`config.mk`:
```
export PLATFORM = sky130hd
export DESIGN_NAME = ordered_list_insert_delete
export DESIGN_NICKNAME = d
export VERILOG_FILES = /design/src/rtl/olid_pkg.sv /design/src/rtl/olid_cell.sv /design/src/rtl/ordered_list_insert_delete.sv
export SDC_FILE = /design/constraint.sdc
export NUM_CORES = 2
export LEC_CHECK = 0
export BUFFER_PORTS_ARGS = -buffer_cell sky130_fd_sc_hd__clkbuf_2
export CORE_MARGIN = 2
export CORE_UTILIZATION = 45
export CTS_CLUSTER_DIAMETER = 60
export CTS_CLUSTER_SIZE = 12
export DETAILED_ROUTE_END_ITERATION = 8
export PLACE_DENSITY = 0.66
export SYNTH_ARGS = -nofsm -noshare
export SYNTH_HDL_FRONTEND = slang
export SYNTH_SLANG_ARGS = --single-unit
```
`constraint.sdc`:
```
create_clock -name clock -period 6.4 [get_ports clock]
set_input_delay 0.96 -clock clock [delete_from_list [all_inputs] [get_ports clock]]
set_output_delay 0.96 -clock clock [all_outputs]
set_load 0.02 [all_outputs]
```
`src/rtl/olid_pkg.sv`:
```
// Shared types and codes for the ordered list block.
// No dependencies; used by olid_cell and ordered_list_insert_delete.
`timescale 1ns / 1ps

package olid_pkg;

   localparam int VALUE_W = 32;
   localparam int POS_W   = 5;
   localparam int COUNT_W = 5;

   typedef enum logic [1:0] {
      MODE_APPEND = 2'd0,
      MODE_INSERT = 2'd1,
      MODE_DELETE = 2'd2,
      MODE_READ   = 2'd3
   } mode_type;

   typedef enum logic [1:0] {
      ST_OK      = 2'd0,
      ST_BEYOND  = 2'd1,
      ST_MISSING = 2'd2,
      ST_FULL    = 2'd3
   } status_type;

   // Broadcast to every cell; the enables are already qualified by success.
   typedef struct packed {
      logic               append_en;
      logic               insert_en;
      logic               delete_en;
      logic [VALUE_W-1:0] value;
   } cell_cmd_type;

endpackage

```
`src/rtl/olid_cell.sv`:
```
// One list slot: holds an entry and shifts toward either neighbor.
// Depends on olid_pkg for the command struct.
`timescale 1ns / 1ps

module olid_cell #(
   parameter int CMP_W = 6,
   parameter int IDX   = 0
) (
   input  logic                             clock,
   input  olid_pkg::cell_cmd_type           cmd,
   input  logic [CMP_W-1:0]                 count_i,
   input  logic [CMP_W-1:0]                 at_i,
   input  logic [olid_pkg::VALUE_W-1:0]     left_i,
   input  logic [olid_pkg::VALUE_W-1:0]     right_i,
   input  logic                             found_i,
   output logic                             found_o,
   output logic [olid_pkg::VALUE_W-1:0]     entry_o
);

   localparam logic [CMP_W-1:0] HERE = CMP_W'(IDX);

   logic [olid_pkg::VALUE_W-1:0] entry_ff;
   logic [olid_pkg::VALUE_W-1:0] entry_in;
   logic                         match;

   // first-match search ripples from the head through the row
   assign match   = (HERE < count_i) && (entry_ff == cmd.value);
   assign found_o = found_i | match;
   assign entry_o = entry_ff;

   always_comb begin
      entry_in = entry_ff;
      if (cmd.append_en && (HERE == count_i)) begin
         entry_in = cmd.value;
      end
      if (cmd.insert_en) begin
         if (HERE == at_i) begin
            entry_in = cmd.value;
         end else if ((HERE > at_i) && (HERE <= count_i)) begin
            entry_in = left_i;
         end
      end
      if (cmd.delete_en && (found_i || match)) begin
         entry_in = right_i;
      end
   end

   always_ff @(posedge clock) begin
      entry_ff <= entry_in;
   end

endmodule

```
`src/rtl/ordered_list_insert_delete.sv`:
```
// Ordered list of up to DEPTH signed 32-bit entries held in a row of cells.
// Depends on olid_pkg and olid_cell.
`timescale 1ns / 1ps

// Usage:
//   req_* carries one transaction per item: mode in req_tuser, value and
//   position in req_tdata. Append adds at the tail, insert places at a
//   1-based position (0 or 1 is the head), delete removes the first equal
//   entry, read returns the entry at a position.
//   rsp_* returns exactly one transaction per item: status in rsp_tuser,
//   entry count and read value in rsp_tdata.
//   Flow: the execute register loads at acceptance; the response register loads
//   from it when that register is empty or being taken, and rsp_tvalid then rises.
//   Throughput: one item per cycle while rsp_tready stays high. Every cell compares
//   and shifts in the same cycle; the delete search ripples one OR gate per cell.
//   Reset clears the entry count and both handshake stages; entry contents
//   are not cleared and are never read before being written.
//   While a response waits with rsp_tready low, the response register holds, the
//   execute stage holds its item, and req_tready drops once that stage is occupied.
module ordered_list_insert_delete #(
   parameter int DEPTH = 16
) (
   input  logic        clock,
   input  logic        reset,
   input  logic        req_tvalid,
   output logic        req_tready,
   input  logic [39:0] req_tdata,   // [31:0] value, [36:32] position, rest zero
   input  logic [1:0]  req_tuser,   // [1:0] mode
   output logic        rsp_tvalid,
   input  logic        rsp_tready,
   output logic [39:0] rsp_tdata,   // [4:0] entry_count, [36:5] read_value, rest zero
   output logic [1:0]  rsp_tuser    // [1:0] status
);

   localparam int VW    = olid_pkg::VALUE_W;
   localparam int CNT_W = $clog2(DEPTH + 1);
   localparam int CMP_W = ((CNT_W > olid_pkg::POS_W) ? CNT_W : olid_pkg::POS_W) + 1;
   localparam int IDX_W = $clog2(DEPTH);
   localparam logic [CMP_W-1:0] DEPTH_C = CMP_W'(DEPTH);

   // execute stage
   logic                         ex_valid_ff, ex_valid_in;
   olid_pkg::mode_type           ex_mode_ff;
   logic [VW-1:0]                ex_value_ff;
   logic [olid_pkg::POS_W-1:0]   ex_pos_ff;
   logic                         exec_go;

   // list state
   logic [CNT_W-1:0]             count_ff, count_in;

   // response stage
   logic                         rsp_valid_ff, rsp_valid_in;
   olid_pkg::status_type         rsp_status_ff, rsp_status_in;
   logic [olid_pkg::COUNT_W-1:0] rsp_count_ff, rsp_count_in;
   logic [VW-1:0]                rsp_read_ff, rsp_read_in;

   logic [CMP_W-1:0]             cnt_ext, pos_ext, at, rd_pos, cnt_next;
   logic [VW-1:0]                entry_q [DEPTH];
   logic [DEPTH:0]               found;
   logic                         full, ins_beyond, rd_beyond, ok;
   olid_pkg::cell_cmd_type       cmd;

   assign exec_go     = ex_valid_ff && (!rsp_valid_ff || rsp_tready);
   assign req_tready  = !ex_valid_ff || exec_go;
   assign ex_valid_in = (req_tvalid && req_tready) || (ex_valid_ff && !exec_go);

   always_ff @(posedge clock) begin
      if (reset) begin
         ex_valid_ff <= 1'b0;
      end else begin
         ex_valid_ff <= ex_valid_in;
      end
   end

   always_ff @(posedge clock) begin
      if (req_tvalid && req_tready) begin
         ex_mode_ff  <= olid_pkg::mode_type'(req_tuser);
         ex_value_ff <= req_tdata[31:0];
         ex_pos_ff   <= req_tdata[36:32];
      end
   end

   assign cnt_ext    = CMP_W'(count_ff);
   assign pos_ext    = CMP_W'(ex_pos_ff);
   assign full       = (cnt_ext == DEPTH_C);
   assign ins_beyond = (pos_ext > cnt_ext + CMP_W'(1));
   assign rd_beyond  = (pos_ext == '0) || (pos_ext > cnt_ext);
   assign at         = (pos_ext <= CMP_W'(1)) ? '0 : pos_ext - CMP_W'(1);
   assign rd_pos     = pos_ext - CMP_W'(1);

   always_comb begin
      rsp_status_in = olid_pkg::ST_OK;
      rsp_read_in   = '0;
      case (ex_mode_ff)
         olid_pkg::MODE_APPEND: begin
            if (full) rsp_status_in = olid_pkg::ST_FULL;
         end
         olid_pkg::MODE_INSERT: begin
            if (ins_beyond)  rsp_status_in = olid_pkg::ST_BEYOND;
            else if (full)   rsp_status_in = olid_pkg::ST_FULL;
         end
         olid_pkg::MODE_DELETE: begin
            if (!found[DEPTH]) rsp_status_in = olid_pkg::ST_MISSING;
         end
         olid_pkg::MODE_READ: begin
            if (rd_beyond) rsp_status_in = olid_pkg::ST_BEYOND;
            else           rsp_read_in   = entry_q[rd_pos[IDX_W-1:0]];
         end
         default: rsp_status_in = olid_pkg::ST_OK;
      endcase
   end

   assign ok = exec_go && (rsp_status_in == olid_pkg::ST_OK);

   always_comb begin
      cmd.append_en = ok && (ex_mode_ff == olid_pkg::MODE_APPEND);
      cmd.insert_en = ok && (ex_mode_ff == olid_pkg::MODE_INSERT);
      cmd.delete_en = ok && (ex_mode_ff == olid_pkg::MODE_DELETE);
      cmd.value     = ex_value_ff;
   end

   always_comb begin
      cnt_next = cnt_ext;
      if (cmd.append_en || cmd.insert_en) cnt_next = cnt_ext + CMP_W'(1);
      else if (cmd.delete_en)             cnt_next = cnt_ext - CMP_W'(1);
   end

   assign count_in     = cnt_next[CNT_W-1:0];
   assign rsp_count_in = cnt_next[olid_pkg::COUNT_W-1:0];
   assign rsp_valid_in = exec_go || (rsp_valid_ff && !rsp_tready);

   always_ff @(posedge clock) begin
      if (reset) begin
         count_ff     <= '0;
         rsp_valid_ff <= 1'b0;
      end else begin
         count_ff     <= count_in;
         rsp_valid_ff <= rsp_valid_in;
      end
   end

   always_ff @(posedge clock) begin
      if (exec_go) begin
         rsp_status_ff <= rsp_status_in;
         rsp_count_ff  <= rsp_count_in;
         rsp_read_ff   <= rsp_read_in;
      end
   end

   assign found[0] = 1'b0;

   for (genvar i = 0; i < DEPTH; i++) begin : g_cell
      logic [VW-1:0] left_d, right_d;
      if (i == 0) begin : g_head
         assign left_d = entry_q[i];
      end else begin : g_mid
         assign left_d = entry_q[i-1];
      end
      if (i == DEPTH - 1) begin : g_tail
         assign right_d = entry_q[i];
      end else begin : g_body
         assign right_d = entry_q[i+1];
      end
      olid_cell #(
         .CMP_W (CMP_W),
         .IDX   (i)
      ) u_cell (
         .clock   (clock),
         .cmd     (cmd),
         .count_i (cnt_ext),
         .at_i    (at),
         .left_i  (left_d),
         .right_i (right_d),
         .found_i (found[i]),
         .found_o (found[i+1]),
         .entry_o (entry_q[i])
      );
   end

   assign rsp_tvalid = rsp_valid_ff;
   assign rsp_tuser  = rsp_status_ff;
   assign rsp_tdata  = {3'b000, rsp_read_ff, rsp_count_ff};

   a_count_bound: assert property (@(posedge clock) disable iff (reset)
      CMP_W'(count_ff) <= DEPTH_C)
      else $error("entry count above depth");

   a_append_grows: assert property (@(posedge clock) disable iff (reset)
      cmd.append_en |=> CMP_W'(count_ff) == $past(cnt_ext) + CMP_W'(1))
      else $error("append did not grow the list");

   a_full_status: assert property (@(posedge clock) disable iff (reset)
      exec_go && rsp_status_in == olid_pkg::ST_FULL |-> full)
      else $error("full status while list has room");

   a_delete_found: assert property (@(posedge clock) disable iff (reset)
      cmd.delete_en |-> cnt_ext != '0)
      else $error("delete on empty list");

endmodule
```
==> impl_metrics.yaml <==
timing:
  skew_ns: 0.0337
  finalMaxSlewViolations: 0
  fin_crit_sh_pct: 82.1
  fin_crit_ns: 5.25
  worst_pin_slew_ns: 1.45
  max_freq_mhz: 190
  rsz0062_at_grt: "false"
  relSlewSlack_pct: 2.89
  hold_viol: 0
  tns_ns: 0
  setup_violations: 0
route:
  drtAntennaViolNets: 0
  drc: 0
  vias: 44000
  wl_mm: 210
  drt_iter0_drc: 6239
  drt_first_pass_iters: 8
  viasPerCell: 7.24
  wl_per_cell_um: 34.6
yosys:
  netlist_instances: 4891
  synth_cell_types: 78
  yosys-top-cells-area: "dfxtp_1 (21%), mux2_2 (11%), edfxtp_1 (9.6%)"
  synth.largest_area_cell: "dfxtp_1"
  yosysMostFrequentCell: "dfxtp_1"
  ys_top_cells_by_count: "dfxtp_1 (455), mux2_2 (432), nand2_1 (389)"
  synth_seq_cells: 597
  synth_edf_count: 142
  yosys_warnings: 0
  synth_seq_area_share_pct: 30.1
  avgSynthCellArea_um2: 9.07
  async_flop_share_pct: 0
  yosys_most_used_dff: "dfxtp_1"
  synth_top_area_share_pct: 20.5
  synth.cell_area_um2: 44400
outcome:
  status: "complete, no violations"
die:
  die_h_um: 318
  initial_core_util_pct: 45.2
  fp-row-count: 115
  die_area_um2: 101000
  coreArea_um2: 98100
  io_pins: 90
  die_w_um: 318
job:
  maxCapViolations: 0
worst_setup_path:
  critPathKind: "flop to flop"
  cp.required_ns: 6.94
  endpoint_kind: "flop"
  max_stage_delay_ns: 0.80
  crit_top_cell: "a21oi_4"
  r2r_setup_slack_ns: 1.15
  slowest_stage: "o21ai_0"
  cp-start-kind: "flop"
  crit_arrival_ns: 5.79
  crit_chain: "inv_1 > ha_1 > o21ai_0 > nand3_1 > nor4_1 > a311o_1 > nor4_2 > a21oi_4 > inv_4 > a21oi_4 > buf_12 > mux2_2"
  cp_max_fo: 40
clock_network:
  postCtsSetupBuffers: 0
  cts_buffers: 75
  cts_buffer_depth: 3
  hold_buffers: 0
  htree_levels: 3
  clkSinkCount: 597
  cts_resized: 0
  cts_tree: "built"
  insertion_delay_ns: 0.67
  cts-root-buf: "clkbuf_16"
  clk_pin_slew_ns: 0.06
global_route:
  grt_usage_pct: 40.0
  grt_max_degree: 97
  grt_pass1_wl_mm: 300
  grt_antenna_before_repair: 4
  first_global_vias: 41400
  gr-total-overflow: 0
power_and_ir_drop:
  finalPower_mw: 13.8
  vdd_drop_max_uv: 227
  p_leak_nw: 16.5
  p_sw_share_pct: 37.3
  seq_power_share_pct: 40.1
  power_frac_comb_pct: 28.3
  intPower_mw: 8.67
  p_per_area_nw_per_um2: 285
  power_switching_mw: 5.16
  pwr-share-clk_pct: 31.6
worst_hold_path:
  hold_class: "input port to flop"
layout:
  layout-drive-gt1-share_pct: 21.0
  nets: 4794
  fillCellCount: 9324
  area_growth_pct: 9.34
placement:
  place.gp.congestion: 1.08
  hpwl_mm: 156
  io_buffers: 83
kinds of logic (layout without fill, tap and decap cells):
kind of cell | count (synthesis) | after routing | synth area share (%)
DFF | 597 | 597 | 30.1
AOI/OAI and AO/OA | 1521 | 1521 | 23.3
buffers and inverters | 565 | 430 | 5.34
muxes | 612 | 612 | 18.7
adders and majority gates | 17 | 17 | 0.479
other | 2 | 36 | 0.0169
xor gates and xnor gates | 519 | 519 | 10.2
and+or+nand+nor | 1058 | 1058 | 11.9
metal layers:
metal	part of all wire (%)	global-route usage, %	up-vias
li1	-	-	18700
met1	35	46.6	21200
met2	45	63.2	3204
met3	9.3	7.74	853
met4	11	34.8	2
met5	0.0076	0	-
power by group through the flow:
stage / Combinational [mW] / Sequential [mW] / Clock, mW
after CTS: 3.74 / 5.48 / 4.39
after global placement: 3.69 / 5.54 / 0
after floorplan: 2.57 / 5.14 / 0
final: 3.91 / 5.55 / 4.38
after detailed placement: 3.73 / 5.57 / 0
after global routing: 4.05 / 5.60 / 4.53
critical path: cells and delay by family (launching register included):
family	cells	cell delay, ns
compound gates	4	2.13
simple gates	3	0.80
flops	1	0.53
buf+inv	3	0.88
mux	1	0.35
fa+ha+maj	1	0.39
state kept, by name, summed over array words and instances (netlist names):
signal	count
rsp_read_ff	32
rsp_tuser	2
g_cell.u_cell.entry_o	512
rsp_count_ff	5
rsp_tvalid	1
ex_value_ff	32
ex_pos_ff	5
ex_mode_ff	2
ex_valid_ff	1
count_ff	5
per-stage QoR:
step	hold slack, ns	std cells	instance area, um^2	worst slack, ns	util, %
CTS	0.453	6076	48500	1.31	49.4
floorplan	0.482	4924	44500	2.69	-
global route	0.460	6076	48500	1.13	49.4
detailed placement	0.529	5941	46100	1.35	46.9
finish	0.477	6077	48500	1.15	49.4
global placement	0.511	5940	46100	1.38	46.9
final cells by class:
cell class	count	area [um^2]	area share (%)
diodes	1	2.50	0.00516
clock buffers	101	2090	4.30
clock inverters	34	359	0.740
inverters	21	81.3	0.168
multi-input cells	3762	28900	59.7
flip-flops and latches	597	13400	27.6
well taps	1287	1610	3.32
repair buffers	274	2060	4.25
cell usage in the layout (no fill, tap or decap), drive strengths merged, types with 26 or more instances in the layout:
master,synthesis,final
a211oi,40,40
a21oi,306,306
a221oi,257,257
a22oi,111,111
a32oi,65,65
and2,26,26
and3,52,52
buf,166,191
clkbuf,378,184
conb,2,35
dfxtp,455,455
edfxtp,142,142
inv,19,28
mux2,439,439
mux2i,45,45
mux4,128,128
nand2,389,389
nand2b,32,32
nand3,46,46
nand4,145,145
nor2,153,153
nor3,40,40
nor4,75,75
o21ai,214,214
o221ai,80,80
o22ai,360,360
or3,48,48
xnor2,368,368
xor2,151,151
path summary, 6_finish.rpt:
| kind | start | end | cells after the start |
|---|---|---|---|
| setup / recovery | count_ff[1]$_SDFF_PP0_ | g_cell[10].u_cell.entry_o[19]$_DFF_P_ | 12 |
| hold reg to reg | g_cell[9].u_cell.entry_o[3]$_DFF_P_ | g_cell[8].u_cell.entry_o[3]$_DFF_P_ | 2 |
| hold / removal | req_tdata[27] | ex_value_ff[27]$_DFFE_PP_ | 1 |
| setup reg to reg | count_ff[1]$_SDFF_PP0_ | g_cell[10].u_cell.entry_o[19]$_DFF_P_ | 12 |
No activity file was read; power rests on OpenSTA's default activity.
